--- src/rtl/bgr_pkg.sv ---
// Shared types and constants for the bitmap text glyph renderer.
// No dependencies; imported by every rtl module of the block.
package bgr_pkg;

  localparam int CELL = 8;
  localparam logic [7:0] NEWLINE_CODE = 8'd10;

  localparam int DEF_SCREEN_PIXELS_WIDE = 640;
  localparam int DEF_SCREEN_PIXELS_HIGH = 480;
  localparam int DEF_GLYPH_COUNT        = 256;
  localparam int DEF_FIFO_DEPTH         = 4;

  localparam int IN_DATA_W  = 24;
  localparam int OUT_DATA_W = 24;
  localparam int ADDR_W     = 16;

  typedef enum logic [1:0] {
    MODE_DRAW = 2'd0,
    MODE_LOAD = 2'd1,
    MODE_HOME = 2'd2
  } mode_t;

  typedef enum logic {
    CMD_DRAW = 1'b0,
    CMD_LOAD = 1'b1
  } cmd_kind_t;

  // one queued command: a glyph draw at a byte address, or one font row write
  typedef struct packed {
    cmd_kind_t          kind;
    logic [7:0]         code;
    logic [2:0]         row;
    logic [7:0]         bits;
    logic [ADDR_W-1:0]  base;
    logic               blank;
  } bgr_cmd_t;

  typedef struct packed {
    logic clearing;
  } bgr_status_t;

  typedef enum logic {
    BK_CLEAR = 1'b0,
    BK_RUN   = 1'b1
  } back_state_t;

endpackage

--- src/rtl/bgr_cmd_fifo.sv ---
// Short command queue between the front end and the render back end.
// Depends on bgr_pkg for the command type.
module bgr_cmd_fifo import bgr_pkg::*; #(
  parameter int FIFO_DEPTH = DEF_FIFO_DEPTH
) (
  input  logic     clk,
  input  logic     rst,
  input  logic     push,
  input  bgr_cmd_t push_cmd,
  input  logic     pop,
  output bgr_cmd_t head,
  output logic     head_valid,
  output logic     full
);

  localparam int PTR_W = (FIFO_DEPTH > 1) ? $clog2(FIFO_DEPTH) : 1;
  localparam int CNT_W = $clog2(FIFO_DEPTH + 1);

  bgr_cmd_t         slots [FIFO_DEPTH];
  logic [PTR_W-1:0] wr_ptr, rd_ptr;
  logic [CNT_W-1:0] count;
  logic             do_push, do_pop;

  always_comb begin
    head_valid = (count != '0);
    full       = (count == CNT_W'(FIFO_DEPTH));
    head       = slots[rd_ptr];
    do_push    = push && !full;
    do_pop     = pop && head_valid;
  end

  always_ff @(posedge clk) begin
    if (do_push) begin
      slots[wr_ptr] <= push_cmd;
    end
  end

  always_ff @(posedge clk) begin
    if (rst) begin
      wr_ptr <= '0;
      rd_ptr <= '0;
      count  <= '0;
    end else begin
      if (do_push) begin
        wr_ptr <= (wr_ptr == PTR_W'(FIFO_DEPTH - 1)) ? '0 : wr_ptr + 1'b1;
      end
      if (do_pop) begin
        rd_ptr <= (rd_ptr == PTR_W'(FIFO_DEPTH - 1)) ? '0 : rd_ptr + 1'b1;
      end
      count <= count + CNT_W'(do_push) - CNT_W'(do_pop);
    end
  end

endmodule

--- config.mk ---
export PLATFORM = sky130hd
export DESIGN_NAME = bgr_cmd_fifo
export DESIGN_NICKNAME = d
export VERILOG_FILES = /design/src/rtl/bgr_pkg.sv /design/src/rtl/bgr_cmd_fifo.sv
export SDC_FILE = /design/constraint.sdc
export NUM_CORES = 1
export LEC_CHECK = 0
export ABC_AREA = 1
export BUFFER_PORTS_ARGS = -buffer_cell sky130_fd_sc_hd__buf_4
export CORE_ASPECT_RATIO = 1.2
export CORE_MARGIN = 4
export CORE_UTILIZATION = 57
export DETAILED_ROUTE_END_ITERATION = 6
export GPL_ROUTABILITY_DRIVEN = 1
export PLACE_DENSITY = 0.79
export SYNTH_ARGS = -nofsm -noshare
export SYNTH_HDL_FRONTEND = slang
export SYNTH_SLANG_ARGS = --single-unit
--- constraint.sdc ---
create_clock -name clk -period 3.3 [get_ports clk]
set_input_delay 0.66 -clock clk [delete_from_list [all_inputs] [get_ports clk]]
set_output_delay 0.66 -clock clk [all_outputs]
set_load 0.05 [all_outputs]
### Yosys cells after proc, flatten, opt, wreduce, memory -nomap -nowiden

Memories as Yosys holds them, arrays and structs flattened. A register that Yosys moved wholly into a read port is not among the register bits.
Index checks and enable logic that the tools add are counted.

| storage, ports and cells | value |
|---|---|
| output and inout bits | 39 |
| register bits | 7 |
| word-level logic and storage cells | 21 |
| memories kept | 1 |
| memory bits (writable) | 148 |
| input bits | 41 |

Memories:

| memory | depth | bits a word | read ports | clocked after Yosys merged registers in | wr ports | RTL line | RTL |
|---|---|---|---|---|---|---|---|
| slots | 4 | 37 | 1 | 1 | 1 | bgr_cmd_fifo.sv:19 | `bgr_cmd_t slots [FIFO_DEPTH];` |

| operators by class | value |
|---|---|
| multiplexer cells | 6 |
| add/subtract/negate cells | 4 |
| equal/unequal tests | 3 |
| reduce and logical (&&, ||, !) cells | 4 |

Operators with widths:

| cell | count |
|---|---|
| 2-bit 2-to-1 mux | 4 |
| 2-bit by 1-bit adder with 2-bit output (second input constant) | 2 |
| 2-bit equality test (second input constant) | 2 |
| 3-bit by 1-bit adder with 3-bit output | 1 |
| 3-bit equality test (second input constant) | 1 |
| 3-bit nonzero test | 1 |
| 3-bit by 1-bit subtractor with 3-bit output | 1 |
| 1-bit logical AND | 2 |
| 1-bit 2-to-1 mux | 2 |
| 1-bit logical NOT | 1 |

### Depth between registers and ports, before layout

| depth | value |
|---|---|
| depth after elaboration | 5 |
| gate-level depth with buffers | 11 |
| mapped depth without buffers | 11 |

### Worst setup path before layout

No wires, ideal clock.

| path | value |
|---|---|
| kind | input to register |
| start point | input port push |
| end point | memory slots[0][0] in the netlist's numbering, enable pin |
| library setup time | 0.431 ns |
| required time | 2.869 ns |
| buffers on the path | 0 |
| data arrival time | 2.340 ns |
| cell stages on the path | 2 |
| path slack | 0.529 ns |
| cell sequence | nand2_1 -> nor2_1 |

| between the ends | value |
|---|---|
| word-level cells in the longest chain between the ends | 3 |

Ends and longest elaborated chain:

| what | RTL line | RTL |
|---|---|---|
| start: declaration | bgr_cmd_fifo.sv:8 | `input logic push,` |
| 1-bit logical AND | bgr_cmd_fifo.sv:28 | `do_push = push && !full;` |
| 1-bit 2-to-1 mux | bgr_cmd_fifo.sv:33 | `if (do_push) begin` |
| 1-bit 2-to-1 mux (not written as such) | bgr_cmd_fifo.sv:34 | `slots[wr_ptr] <= push_cmd;` |
| end: declaration | bgr_cmd_fifo.sv:19 |  |

Every way passes these cells.

==> results.json <==
{
  "netlist.area_leader.share": 0.742,
  "routed.top_layer": "met4",
  "rrSetupSlack_ps": 1020,
  "grt-ovfl-total": 0,
  "worstPathCellList": "buf_4 > o21ai_0 > o22ai_1 > buf_4",
  "start_kind": "flop",
  "endpoint_kind": "primary output",
  "grt.total_usage": 0.197,
  "avgSynthCellArea_um2": 14.1,
  "seq_area_mm2": 0.00463,
  "synth.mux.area_fraction": 0,
  "hold_path_class": "primary input to flop",
  "dr.pass1.iters": 4,
  "synth_edf_count": 148,
  "skew_ps": 6.49,
  "postLayoutCellArea_mm2": 0.00726,
  "max_slew_margin": 0.527,
  "required_ps": 2640,
  "netlist_instances": 426,
  "utilization": 0.715,
  "ys_seq_area_frac": 0.772,
  "worstPathArrival_ps": 2020,
  "wl_per_cell_um": 17.4,
  "rows": 40,
  "clockBufferDepth": 2,
  "ir_drop_v": 0.000582,
  "synth_most_common_cell": "edfxtp_1",
  "ys_top_cells_by_count": "148 x edfxtp_1, 86 x nor2_1, 46 x o21ai_0, 37 x o22ai_1, 28 x o21ai_1",
  "io_pins": 80,
  "cellPowerDensity_mw_per_mm2": 936,
  "cts_sinks": 157,
  "multi_input_area_mm2": 0.00117,
  "num-nets-final": 562,
  "wl_met2_um": 5990,
  "placed_cell_area_mm2": 0.00673,
  "synth_top_family_by_area": "compound AO/OA/AOI/OAI gates",
  "synth_largest_area_cell": "edfxtp_1",
  "die_y_um": 120,
  "grt_pass1_vias": 3679,
  "worst_hold_slack_ps": 421,
  "netlist_area_mm2": 0.00599,
  "ant_nets": 0,
  "totalWireLength_um": 11300,
  "drv_cap": 0,
  "antenna_found_initial": 0,
  "synth_compound_area_frac": 0.106,
  "setup_slack_ps": 619,
  "ys_warn_count": 0,
  "crit_path_max_incr_delay_ps": 550,
  "cts_setup_buffers": 0,
  "die_area_mm2": 0.0122,
  "power_mw": 6.79,
  "finalHoldViolations": 0,
  "drt_iter0_drc": 276,
  "initial_core_util": 0.589,
  "place_hpwl_um": 7010,
  "period_needed_ps": 2680,
  "synth_area_leaders": "edfxtp_1 74%, nor2_1 5.4%, o22ai_1 3.9%, o21ai_0 3.8%, dfxtp_1 3.0%",
  "synthAdderAreaFrac": 0.0180,
  "synthFlopType": "edfxtp_1",
  "die_w_um": 102,
  "synth_cell_types": 20,
  "max_freq_mhz": 373,
  "drive_gt1_frac": 0.238,
  "drc_errors": 0,
  "maxSlewViolCount": 0,
  "synthArstFlopShare": 0,
  "criticalPathCategory": "flop to primary output",
  "cts_hold_buf": 0,
  "setup_violations": 0,
  "port_buffers": 79,
  "dp_slack_ps": 967,
  "core_mm2": 0.0102,
  "htreeDepth": 4,
  "m1WireLength_um": 4340,
  "synthSimpleGateAreaFrac": 0.0660,
  "n_fill_cell": 647,
  "ys_seq_elements": 157,
  "place_congestion": 0.777,
  "syn_nets": 475,
  "synth_xor_area_frac": 0,
  "vias": 3648,
  "post-route-period-util": 0.812,
  "power.leakage_nw": 2.63,
  "worstPathMaxFanout": 74,
  "grt_pass1_wl_um": 17900,
  "crit_top_cell": "buf_4",
  "dp.cells": 620,
  "run_status": "finished clean",
  "worst_pin_slew_ps": 709,
  "final_cells": 652,
  "grt_max_degree": 75,
  "cts_tree": "yes",
  "ctsResizeCount": 0,
  "met3WireLength_um": 852,
  "root_buffer": "clkbuf_16",
  "cts_buffers": 17,
  "rsz0062_at_grt": "false",
  "vias_per_cell": 5.60,
  "area.growth.synth_to_final_pct": 21.3,
  "path_clk_slew_ps": 50,
  "timing.setup.tns_ps": 0,
  "cpMaxStageDelayCell": "buf_4",
  "antenna_cells": 0,
  "insertion_delay_ps": 410
}
-- critical path: cells and delay by family, from the launching register on --
kind                   cells  cell delay, ps
AO/OA/AOI/OAI              2             470
flip-flops                 1             330
buffers and inverters      2             800
-- registers in the layout (all words and copies together) (netlist names), named ones only --
signal and cells:
slots 148, wr_ptr 2, rd_ptr 2, count 3
-- cells by family (layout without fill, tap and decap cells) --
kind of cell | count (synthesis) | in the layout
AND/OR/NAND/NOR | 103 | 103
AO/OA/AOI/OAI | 117 | 117
flip-flops | 157 | 157
buffers and inverters | 41 | 141
adder cells (fa/ha/maj) | 8 | 8
-- layout make-up --
class	instances	share of cell area
clock buffers	21	0.0606
clock inverters	11	0.0131
inverters	18	0.00930
multi-input cells	228	0.161
flip-flops and latches	157	0.637
well taps	126	0.0217
repair buffers	91	0.0975
-- layout by cell type (no fill, tap or decap), types with 2 or more instances in the layout --
cell / count
clkbuf_16: 17
nor2_1: 82
a21oi_1: 5
nand3_1: 5
ha_1: 7
dfxtp_1: 8
nand2_1: 11
o21ai_0: 46
buf_4: 89
o21ai_1: 28
o22ai_1: 37
buf_12: 2
edfxtp_1: 148
inv_1: 17
nor2_4: 4
clkinv_2: 3
clkinvlp_4: 5
clkbuf_1: 4
-- where the power goes --
group          switching, mW  total, mW  internal (mW)
clock                  0.699       1.73           1.03
sequential            0.0710       2.52           2.45
combinational           1.84       2.55          0.708
total                   2.61       6.79           4.18
-- worst paths after layout --
| path | from | depth (start not counted) | end |
|---|---|---|---|
| max | flop | 4 | head[5] |
| min | rst | 2 | count[1]$_SDFF_PP0_ |
| max reg2reg | count[1]$_SDFF_PP0_ | 11 | count[2]$_SDFF_PP0_ |
| min reg2reg | rd_ptr[0]$_SDFFE_PP0N_ | 2 | flop |
-- layer usage --
layer | vias up | GRT usage
met4 | 0 | 0.0665
met3 | 10 | 0.0739
met2 | 134 | 0.329
li1 | 1749 | -
met1 | 1755 | 0.233
met5 | - | 0
Note: power is estimated with default switching activity, not from simulation.
