### config.mk
export PLATFORM = sky130hd
export DESIGN_NAME = bgr_front
export DESIGN_NICKNAME = d
export VERILOG_FILES = /design/src/rtl/bgr_pkg.sv /design/src/rtl/bgr_front.sv
export SDC_FILE = /design/constraint.sdc
export NUM_CORES = 1
export LEC_CHECK = 0
export BUFFER_PORTS_ARGS = -buffer_cell sky130_fd_sc_hd__buf_2
export CORE_MARGIN = 4
export CORE_UTILIZATION = 49
export DETAILED_ROUTE_END_ITERATION = 7
export PLACE_DENSITY = 0.86
export SYNTH_ARGS = -nofsm -noshare
export SYNTH_HDL_FRONTEND = slang
export SYNTH_SLANG_ARGS = --single-unit
### constraint.sdc
create_clock -name clk -period 5.5 [get_ports clk]
set_input_delay 1.1 -clock clk [delete_from_list [all_inputs] [get_ports clk]]
set_output_delay 1.1 -clock clk [all_outputs]
set_load 0.05 [all_outputs]
### src/rtl/bgr_pkg.sv
// Shared types and constants for the bitmap text glyph renderer.
// No dependencies; imported by every rtl module of the block.
package bgr_pkg;

  localparam int CELL = 8;
  localparam logic [7:0] NEWLINE_CODE = 8'd10;

  localparam int DEF_SCREEN_PIXELS_WIDE = 640;
  localparam int DEF_SCREEN_PIXELS_HIGH = 480;
  localparam int DEF_GLYPH_COUNT        = 256;
  localparam int DEF_FIFO_DEPTH         = 4;

  localparam int IN_DATA_W  = 24;
  localparam int OUT_DATA_W = 24;
  localparam int ADDR_W     = 16;

  typedef enum logic [1:0] {
    MODE_DRAW = 2'd0,
    MODE_LOAD = 2'd1,
    MODE_HOME = 2'd2
  } mode_t;

  typedef enum logic {
    CMD_DRAW = 1'b0,
    CMD_LOAD = 1'b1
  } cmd_kind_t;

  // one queued command: a glyph draw at a byte address, or one font row write
  typedef struct packed {
    cmd_kind_t          kind;
    logic [7:0]         code;
    logic [2:0]         row;
    logic [7:0]         bits;
    logic [ADDR_W-1:0]  base;
    logic               blank;
  } bgr_cmd_t;

  typedef struct packed {
    logic clearing;
  } bgr_status_t;

  typedef enum logic {
    BK_CLEAR = 1'b0,
    BK_RUN   = 1'b1
  } back_state_t;

endpackage

### src/rtl/bgr_front.sv
// Front end: takes input beats, tracks the text cursor and queues draw/load commands.
// Depends on bgr_pkg.
module bgr_front import bgr_pkg::*; #(
  parameter int SCREEN_PIXELS_WIDE = DEF_SCREEN_PIXELS_WIDE,
  parameter int SCREEN_PIXELS_HIGH = DEF_SCREEN_PIXELS_HIGH,
  parameter int GLYPH_COUNT        = DEF_GLYPH_COUNT
) (
  input  logic                 clk,
  input  logic                 rst,
  input  logic                 s_axis_tvalid,
  output logic                 s_axis_tready,
  input  logic [IN_DATA_W-1:0] s_axis_tdata,  // char_code[7:0], glyph_row[10:8], glyph_bits[18:11]
  input  logic [1:0]           s_axis_tuser,  // mode
  input  logic                 fifo_full,
  input  bgr_status_t          status,
  output logic                 push,
  output bgr_cmd_t             push_cmd
);

  localparam int COLS       = SCREEN_PIXELS_WIDE / CELL;
  localparam int LINES      = SCREEN_PIXELS_HIGH / CELL;
  localparam int LINE_BYTES = COLS * CELL;
  localparam int COL_W      = $clog2(COLS + 1);
  localparam int LINE_W     = $clog2(LINES);

  logic [COL_W-1:0]  column, column_next;
  logic [LINE_W-1:0] line, line_next;

  logic              accept;
  logic [7:0]        in_code;
  logic [2:0]        in_row;
  logic [7:0]        in_bits;
  logic              code_ok;
  logic              wrap;
  logic [LINE_W-1:0] line_inc;
  logic [COL_W-1:0]  eff_col;
  logic [LINE_W-1:0] eff_line;

  always_comb begin
    s_axis_tready = !fifo_full && !status.clearing;
    accept   = s_axis_tvalid && s_axis_tready;
    in_code  = s_axis_tdata[7:0];
    in_row   = s_axis_tdata[10:8];
    in_bits  = s_axis_tdata[18:11];
    code_ok  = {1'b0, in_code} < 9'(GLYPH_COUNT);
    line_inc = (line == LINE_W'(LINES - 1)) ? '0 : line + 1'b1;
    // column only rests at COLS after the last cell of a line
    wrap     = (column == COL_W'(COLS));
    eff_col  = wrap ? '0 : column;
    eff_line = wrap ? line_inc : line;

    column_next    = column;
    line_next      = line;
    push           = 1'b0;
    push_cmd.kind  = CMD_DRAW;
    push_cmd.code  = in_code;
    push_cmd.row   = in_row;
    push_cmd.bits  = in_bits;
    push_cmd.base  = ADDR_W'(LINE_BYTES * int'(eff_line)) + ADDR_W'(eff_col);
    push_cmd.blank = !code_ok;

    if (accept) begin
      unique case (mode_t'(s_axis_tuser))
        MODE_LOAD: begin
          push_cmd.kind = CMD_LOAD;
          push          = code_ok;
        end
        MODE_HOME: begin
          column_next = '0;
          line_next   = '0;
        end
        MODE_DRAW: begin
          if (in_code == NEWLINE_CODE) begin
            column_next = '0;
            line_next   = line_inc;
          end else begin
            push        = 1'b1;
            column_next = eff_col + 1'b1;
            line_next   = eff_line;
          end
        end
        default: ;
      endcase
    end
  end

  always_ff @(posedge clk) begin
    if (rst) begin
      column <= '0;
      line   <= '0;
    end else begin
      column <= column_next;
      line   <= line_next;
    end
  end

endmodule

# --- Yosys cells after proc, flatten, opt, wreduce, memory -nomap -nowiden ---
# Cells that the tools add are included.
op_classes:
  addsub: 3
  mul: 1
  n_eq_ne: 5
  muxes: 12
  n_reduce_logical: 7
op_table:
  columns: ["cell", "n"]
  rows:
  - ["two-way mux 6 bit", 3]
  - ["adder 16 x 7 -> 16 bit", 1]
  - ["two-way mux 7 bit", 2]
  - ["case mux 7 bit (2 select lines)", 1]
  - ["case mux 6 bit (2 select lines)", 1]
  - ["multiplier 3 x 6 -> 9 bit, first input constant", 1]
  - ["equality test 8 x 4 -> 1 bit, second input constant", 1]
  - ["adder 7 x 1 -> 7 bit, second input constant", 1]
  - ["equality test 7 bit, second input constant", 1]
  - ["adder 6 x 1 -> 6 bit, second input constant", 1]
  - ["equality test 6 bit, second input constant", 1]
  - ["two-way mux 1 bit", 4]
  - ["equality test 2 x 1 -> 1 bit, second input constant", 1]
  - ["equality test 2 bit, second input constant", 1]
  - ["logical AND 1 bit", 2]
  - ["zero test 1 bit", 2]
  - ["zero test 2 bit", 1]
  - ["case mux 1 bit (2 select lines)", 1]
  - ["AND reduction 2 bit", 1]
  - ["nonzero test 2 bit", 1]
word_totals:
  ff_bits: 13
  in_bits: 31
  output_inout_bits: 39

# --- Depth between registers and ports, before layout ---
# Gate-level depths: netlist (run 1).
depth:
  ltp_word: 5
  depth_mapped: 14
  depth_no_buf: 13

# --- Worst setup path after synthesis (run 1) ---
# No wires, ideal clock.
synth_timing:
  path_kind: "reg2out"
  from: "register line[0]"
  to: "output push_cmd[15] in the netlist's numbering"
  t_arrival_ns: 3.475
  setup_slack_ns: 0.925
  path_stages_with_launch: 12
  path_buffers: 0
  cell_sequence: "dfxtp_1 -> ha_1 -> or2b_2 -> nor2_1 -> nor3_1 -> a21o_1 -> ha_1 -> ha_1 -> fa_1 -> a21o_1 -> a21oi_1 -> xor2_1"
synth_rtl:
  columns: ["element", "line", "text"]
  rows:
  - ["from (decl)", "bgr_front.sv:27", "logic [LINE_W-1:0] line, line_next;"]
  - ["from (signal assigned)", "bgr_front.sv:93", "line <= line_next;"]
  - ["to (decl)", "bgr_front.sv:17", "output bgr_cmd_t push_cmd"]

==> results of run 1 <==
-- final cells by class --
| class | instances | area (µm²) |
|---|---|---|
| Fill cell | 277 | 1130 |
| Multi-Input combinational cell | 126 | 852 |
| Sequential cell | 13 | 260 |
| Timing Repair Buffer | 41 | 205 |
| Tap cell | 30 | 37.5 |
| Clock buffer | 4 | 26.3 |
| Inverter | 3 | 11.3 |
-- registers in the layout (all words and copies together) (netlist names) --
| signal | flops |
|---|---|
| line | 6 |
| column | 7 |
-- power by group --
group	internal (mW)	switching, mW
Clock	0.0283	0.0356
Sequential	0.0942	0.000109
Combinational	0.00938	0.0252
-- critical path, cell delays in order, from the launching register on --
cell and delay (ps):
dfxtp_1 440, ha_1 280, or2b_2 340, nor2_1 200, nor2b_1 90, o21ai_0 150
o31ai_1 140, ha_1 310, ha_1 220, fa_1 400, a21o_1 190, a21oi_1 170
xor2_1 160, buf_2 280
-- stage by stage --
step	util (%)	power, mW
finish	55.2	0.193
global route	55.2	0.199
CTS	55.2	0.194
detailed placement	54.2	0.131
global placement	54.2	0.131
floorplan	-	0.146
-- cell usage after synthesis (2+ instances only) --
cell / count / area share (%)
nor2_1: 16 / 4.6
and2_1: 3 / 1.4
buf_2: 2 / 0.76
a21o_1: 4 / 2.3
nand3_1: 8 / 3.1
inv_1: 3 / 0.86
ha_1: 11 / 10
o21ai_0: 5 / 1.9
nor2b_1: 6 / 2.9
nand2_1: 17 / 4.9
dfxtp_1: 13 / 20
xor2_1: 2 / 1.3
nor3_1: 4 / 1.5
nand3b_1: 4 / 2.3
or4_1: 2 / 1.1
a21oi_1: 11 / 4.2
o31ai_1: 2 / 1.1
buf_4: 20 / 11
and3_1: 2 / 0.95
a311oi_1: 4 / 2.7
a22oi_1: 3 / 1.7
clkbuf_1: 5 / 1.4
-- cells by family after synthesis --
| group | Yosys count | synth area share (%) |
|---|---|---|
| and+or+nand+nor | 72 | 31.2 |
| AOI/OAI and AO/OA | 38 | 19.4 |
| buffers and inverters | 31 | 15.3 |
| DFF | 13 | 19.8 |
| adders and majority gates | 12 | 12.0 |
| xor gates and xnor gates | 3 | 2.00 |
| other | 1 | 0.286 |
-- worst min-delay path by stage --
stage                         startpoint                   end  slack (ps)  depth (start not counted)
floorplan           line[1]$_SDFFE_PP0P_  line[1]$_SDFFE_PP0P_         470                          2
CTS                 line[1]$_SDFFE_PP0P_  line[1]$_SDFFE_PP0P_         500                          2
finish              line[1]$_SDFFE_PP0P_  line[1]$_SDFFE_PP0P_         500                          2
global placement    line[1]$_SDFFE_PP0P_  line[1]$_SDFFE_PP0P_         480                          2
detailed placement  line[1]$_SDFFE_PP0P_  line[1]$_SDFFE_PP0P_         490                          2
global route        line[1]$_SDFFE_PP0P_  line[1]$_SDFFE_PP0P_         520                          2
-- per-layer routing --
| layer | up-vias | GRT usage (%) | routed length, µm |
|---|---|---|---|
| met1 | 551 | 22.8 | 1240 |
| met2 | 52 | 26.1 | 1280 |
| met3 | 9 | 2.16 | 220 |
| li1 | 626 | - | - |
| met4 | 0 | 7.28 | 52 |
| met5 | - | 0 | 0 |
-- cells in the final DEF (no fill, tap or decap), drive strengths merged, types with 2 or more instances in the layout --
master  Yosys  final
a21oi      12     12
ha         11     11
o21ai       5      5
nor3        4      4
nand3       8      8
clkbuf      5      4
buf        22     41
xor2        2      2
nand2      17     17
dfxtp      13     13
inv         3      3
and2        3      3
o31ai       2      2
nor2       17     17
or4         3      3
nand3b      4      4
a21o        4      4
and3        2      2
nor2b       6      6
a22oi       3      3
a311oi      4      4
==> flow_metrics.tcl, run 1 <==
set metrics [dict create \
    grt_pass1_wl_um 4650 \
    finalNetCount 231 \
    dieArea_um2 3570 \
    post_drt_wl_per_cell_um 12.9 \
    synth_area_um2 1310 \
    timing.critical_path.from_type "register" \
    power.density_cell_area_nw_per_um2 138 \
    clockBufferDepth 2 \
    synth-seq-area-share_pct 19.8 \
    clk_pin_slew_ps 80 \
    drt_drc_violations_left 0 \
    static-leakage-power_nw 0.669 \
    vias_per_cell 5.71 \
    antenna_found_initial 0 \
    critical_path.reg2reg.startpoint "column[3]$_SDFFE_PP0P_" \
    die_y_um 59.8 \
    arrival_time_of_the_worst_setup_path_ps 3670 \
    io_pins 70 \
    synth-edff-count 0 \
    dr.pass1.iters 4 \
    setup_viol_count_final 0 \
    drc_violation_total_after_the_first_tritonroute_iteration 29 \
    fin_crit_sh_pct 86.7 \
    crit_start "line[0]$_SDFFE_PP0P_" \
    die_w_um 59.8 \
    worst_setup_path_end_kind "output pin" \
    design_area_um2 1390 \
    ant_nets 0 \
    ys_warns 0 \
    placed_instances 213 \
    worst_r2r_endpoint "column[4]$_SDFFE_PP0P_" \
    placement_rows 18 \
    grt-ovfl-total 0 \
    antenna_cells 0 \
    worst_pin_slew_ps 1050 \
    async_flop_share_pct 0 \
    timing.final.hold_violations 0 \
    cts_buffers 3 \
    routed_wl_um 2800 \
    synth_area_per_cell_um2 7.72 \
    cts_max_level 1 \
    critical_path_peak_fanout 7 \
    layout-drive-gt1-share_pct 26.7 \
    clock-root-buffer "clkbuf_4" \
    setup-tns-final_ps 0 \
    tritoncts "done" \
    ys_dominant_reg_cell "dfxtp_1" \
    postLayoutSetupSlackWorst_ps 730 \
    dp_worst_setup_slack_ps 1010 \
    max-cap-violations 0 \
    power.ir.vdd_worst_mv 0.113 \
    grt_max_degree 15 \
    holdWs_ps 503 \
    hold_buffers 0 \
    count_of_final_max_slew_check_failures 0 \
    final-instance-count-excl-fill 217 \
    min_period_ps 4770 \
    post-cts-setup-buffer-count 0 \
    number_of_cells_traversed_by_the_worst_register_to_register_path 4 \
    globalplace.congestion 0.793 \
    clkSinkCount 13 \
    fin_worst_skew_ps 2.92 \
    timing.critical_path.to "push_cmd[15]" \
    post_synth_inst_count 170 \
    synth_cell_type_count 45 \
    vias 1238 \
    post_cts.resized_instances 0 \
    max_freq_mhz 210 \
    dp_hpwl_um 2220 \
    max_slew_margin_vs_limit_pct 28.8 \
    critical_path_class "register to output pin" \
    critical_path_required_time_ps 4400 \
    clock_latency_ps 290 \
    grt_setup_unrepaired "no" \
    global_route.usage.total_pct 16.7 \
    syn2layout_area_growth_pct 6.10 \
    number_of_buffers_inserted_by_port_buffering 41 \
    synth.ff_latch_count 13 \
    min-delay-path-class "register to register" \
    first_global_vias 1032 \
    synth_fp_nets 213 \
    placedInstanceArea_um2 1370 \
    r2r_setup_slack_ps 3580 \
    status "finished clean" \
    fp.coreArea_um2 2520 \
    effective_utilization_at_floorplan_pct 52.0 \
]
No activity file was read; power rests on OpenSTA's default activity.
==> run 2, diff against run 1 <==
BUFFER_PORTS_ARGS = not set   (was -buffer_cell sky130_fd_sc_hd__buf_2)
CORE_UTILIZATION = 37   (was 49)
DONT_BUFFER_PORTS = 1   (was not set)
PLACE_DENSITY = not set   (was 0.86)
==> run 2 against run 1 <==
Net effect:
- clock skew about the same
- critical path type unchanged
- final cell count fell by 8.3%
- power is 14% lower
==> flow_metrics.tcl, run 2 (synthesis gave the netlist of run 1 again) <==
set metrics [dict create \
    number_of_cells_traversed_by_the_worst_register_to_register_path 5 \
    critical_path_required_time_ps 4400 \
    post_drt_wl_per_cell_um 14.8 \
    cp_cell_sequence "and4bb_2 > and3b_1 > nand2_1 > nand2_1 > ha_1 > ha_1 > fa_1 > a21o_1 > a21oi_1 > xor2_1 > buf_4" \
    grt_max_degree 15 \
    tritoncts "done" \
    worst-path-stages 11 \
    max_freq_mhz 200 \
    antenna_cells 0 \
    highest_count_cells_in_the_layout_ignoring_fill_and_taps "17 x nand2_1, 16 x nor2_1, 13 x dfxtp_1, 11 x a21oi_1, 11 x ha_1" \
    dr.pass1.iters 4 \
    final-instance-count-excl-fill 199 \
    setup-tns-final_ps 0 \
    vias 1146 \
    status "finished clean" \
    layout.cells.most_common "nand2_1" \
    power.ir.vdd_worst_mv 0.140 \
    layout-drive-gt1-share_pct 10.5 \
    number_of_buffers_inserted_by_port_buffering 0 \
    slowest_cp_cell "dfxtp_1" \
    drt_drc_violations_left 0 \
    clockBufferDepth 2 \
    cts_max_level 1 \
    arrival_time_of_the_worst_setup_path_ps 3910 \
    globalplace.congestion 0.764 \
    dp_worst_setup_slack_ps 770 \
    finalNetCount 197 \
    die_w_um 67.6 \
    cts_buffers 3 \
    grt_setup_unrepaired "no" \
    die_y_um 67.6 \
    power.density_cell_area_nw_per_um2 132 \
    largest-register "column" \
    min-delay-path-class "register to register" \
    worst_pin_slew_ps 1150 \
    report.power.total_mw 0.166 \
    placed_instances 195 \
    vias_per_cell 5.76 \
    critPathBufInv 1 \
    ant_nets 0 \
    global_route.usage.total_pct 13.7 \
    drc_violation_total_after_the_first_tritonroute_iteration 55 \
    first_global_vias 1075 \
    post-cts-setup-buffer-count 0 \
    max_slew_margin_vs_limit_pct 22.5 \
    fin_worst_skew_ps 3.42 \
    min_period_ps 5010 \
    clk_pin_slew_ps 80 \
    postLayoutSetupSlackWorst_ps 492 \
    worst_setup_path_end_kind "output pin" \
    clkSinkCount 13 \
    clock-root-buffer "clkbuf_4" \
    post_cts.resized_instances 0 \
    hold_buffers 0 \
    critPathMaxStageDelay_ps 730 \
    fp.coreArea_um2 3390 \
    effective_utilization_at_floorplan_pct 38.7 \
    count_of_final_max_slew_check_failures 0 \
    critical_path_class "register to output pin" \
    largestRegisters "column x7, line x6" \
    r2r_setup_slack_ps 2960 \
    setup_viol_count_final 0 \
    timing.critical_path.to "push_cmd[15]" \
    grt_pass1_wl_um 4860 \
    routed_wl_um 2950 \
    static-leakage-power_nw 0.514 \
    dieArea_um2 4560 \
    syn2layout_area_growth_pct -4.00 \
    largest_reg_flops 7 \
    clock_latency_ps 280 \
    max-cap-violations 0 \
    grt-ovfl-total 0 \
    nFillCells 354 \
    timing.critical_path.from_type "register" \
    antenna_found_initial 0 \
    placement_rows 21 \
    fin_crit_sh_pct 91.1 \
    critical_path_peak_fanout 12 \
    io_pins 70 \
    worst_r2r_endpoint "column[0]$_SDFFE_PP0P_" \
    critical_path.reg2reg.startpoint "column[3]$_SDFFE_PP0P_" \
    timing.final.hold_violations 0 \
    crit_start "column[3]$_SDFFE_PP0P_" \
    cpLargestDelayFamily "simple AND/OR/NAND/NOR gates" \
    dp_hpwl_um 2320 \
]
run 2: changes by cell type in the layout (fill, tap and decap cells not counted):
| cell | before | now |
|---|---|---|
| buf_4 | 0 | 7 |
| buf_2 | 41 | 0 |
run 2: routing by layer:
| metal | vias to the layer above | global-route usage, % | wire [µm] |
|---|---|---|---|
| met4 | 0 | 3.54 | 26 |
| li1 | 557 | - | - |
| met2 | 55 | 22.2 | 1360 |
| met5 | - | 0 | 0 |
| met1 | 526 | 17.5 | 1260 |
| met3 | 8 | 4.16 | 298 |
run 2: tightest hold or removal path, cell delays in order, from the launching register on:
cell	delay, ps
dfxtp_1	340
nand2_1	70
a21oi_1	50
run 2: stage by stage:
stage	area, µm²	hold WS (ps)	utilization, %
2_1_floorplan	1310	467	-
3_3_place_gp	1230	483	36.4
3_5_place_dp	1230	492	36.4
4_1_cts	1260	504	37.2
5_1_grt	1260	555	37.2
6_report	1260	500	37.2
run 2: final cells by class:
class | instances | area, µm² | area share [%]
Clock buffer | 4 | 26.3 | 2.09
Inverter | 3 | 11.3 | 0.894
Multi-Input combinational cell | 126 | 852 | 67.6
Sequential cell | 13 | 260 | 20.7
Tap cell | 46 | 57.6 | 4.57
Timing Repair Buffer | 7 | 52.6 | 4.17
run 2: how the worst min path moves through the flow:
stage	startpoint	end	slack, ps	cells past startpoint
6_report	line[1]$_SDFFE_PP0P_	line[1]$_SDFFE_PP0P_	500	2
5_1_grt	column[6]$_SDFFE_PP0P_	column[6]$_SDFFE_PP0P_	550	2
4_1_cts	line[1]$_SDFFE_PP0P_	line[1]$_SDFFE_PP0P_	500	2
3_5_place_dp	line[1]$_SDFFE_PP0P_	line[1]$_SDFFE_PP0P_	490	2
3_3_place_gp	line[1]$_SDFFE_PP0P_	line[1]$_SDFFE_PP0P_	480	2
2_1_floorplan	line[1]$_SDFFE_PP0P_	line[1]$_SDFFE_PP0P_	470	2
run 2: where the power goes:
part           switching [mW]  internal (mW)
logic                 0.00821        0.00380
clock network          0.0316         0.0282
registers            0.000135         0.0942
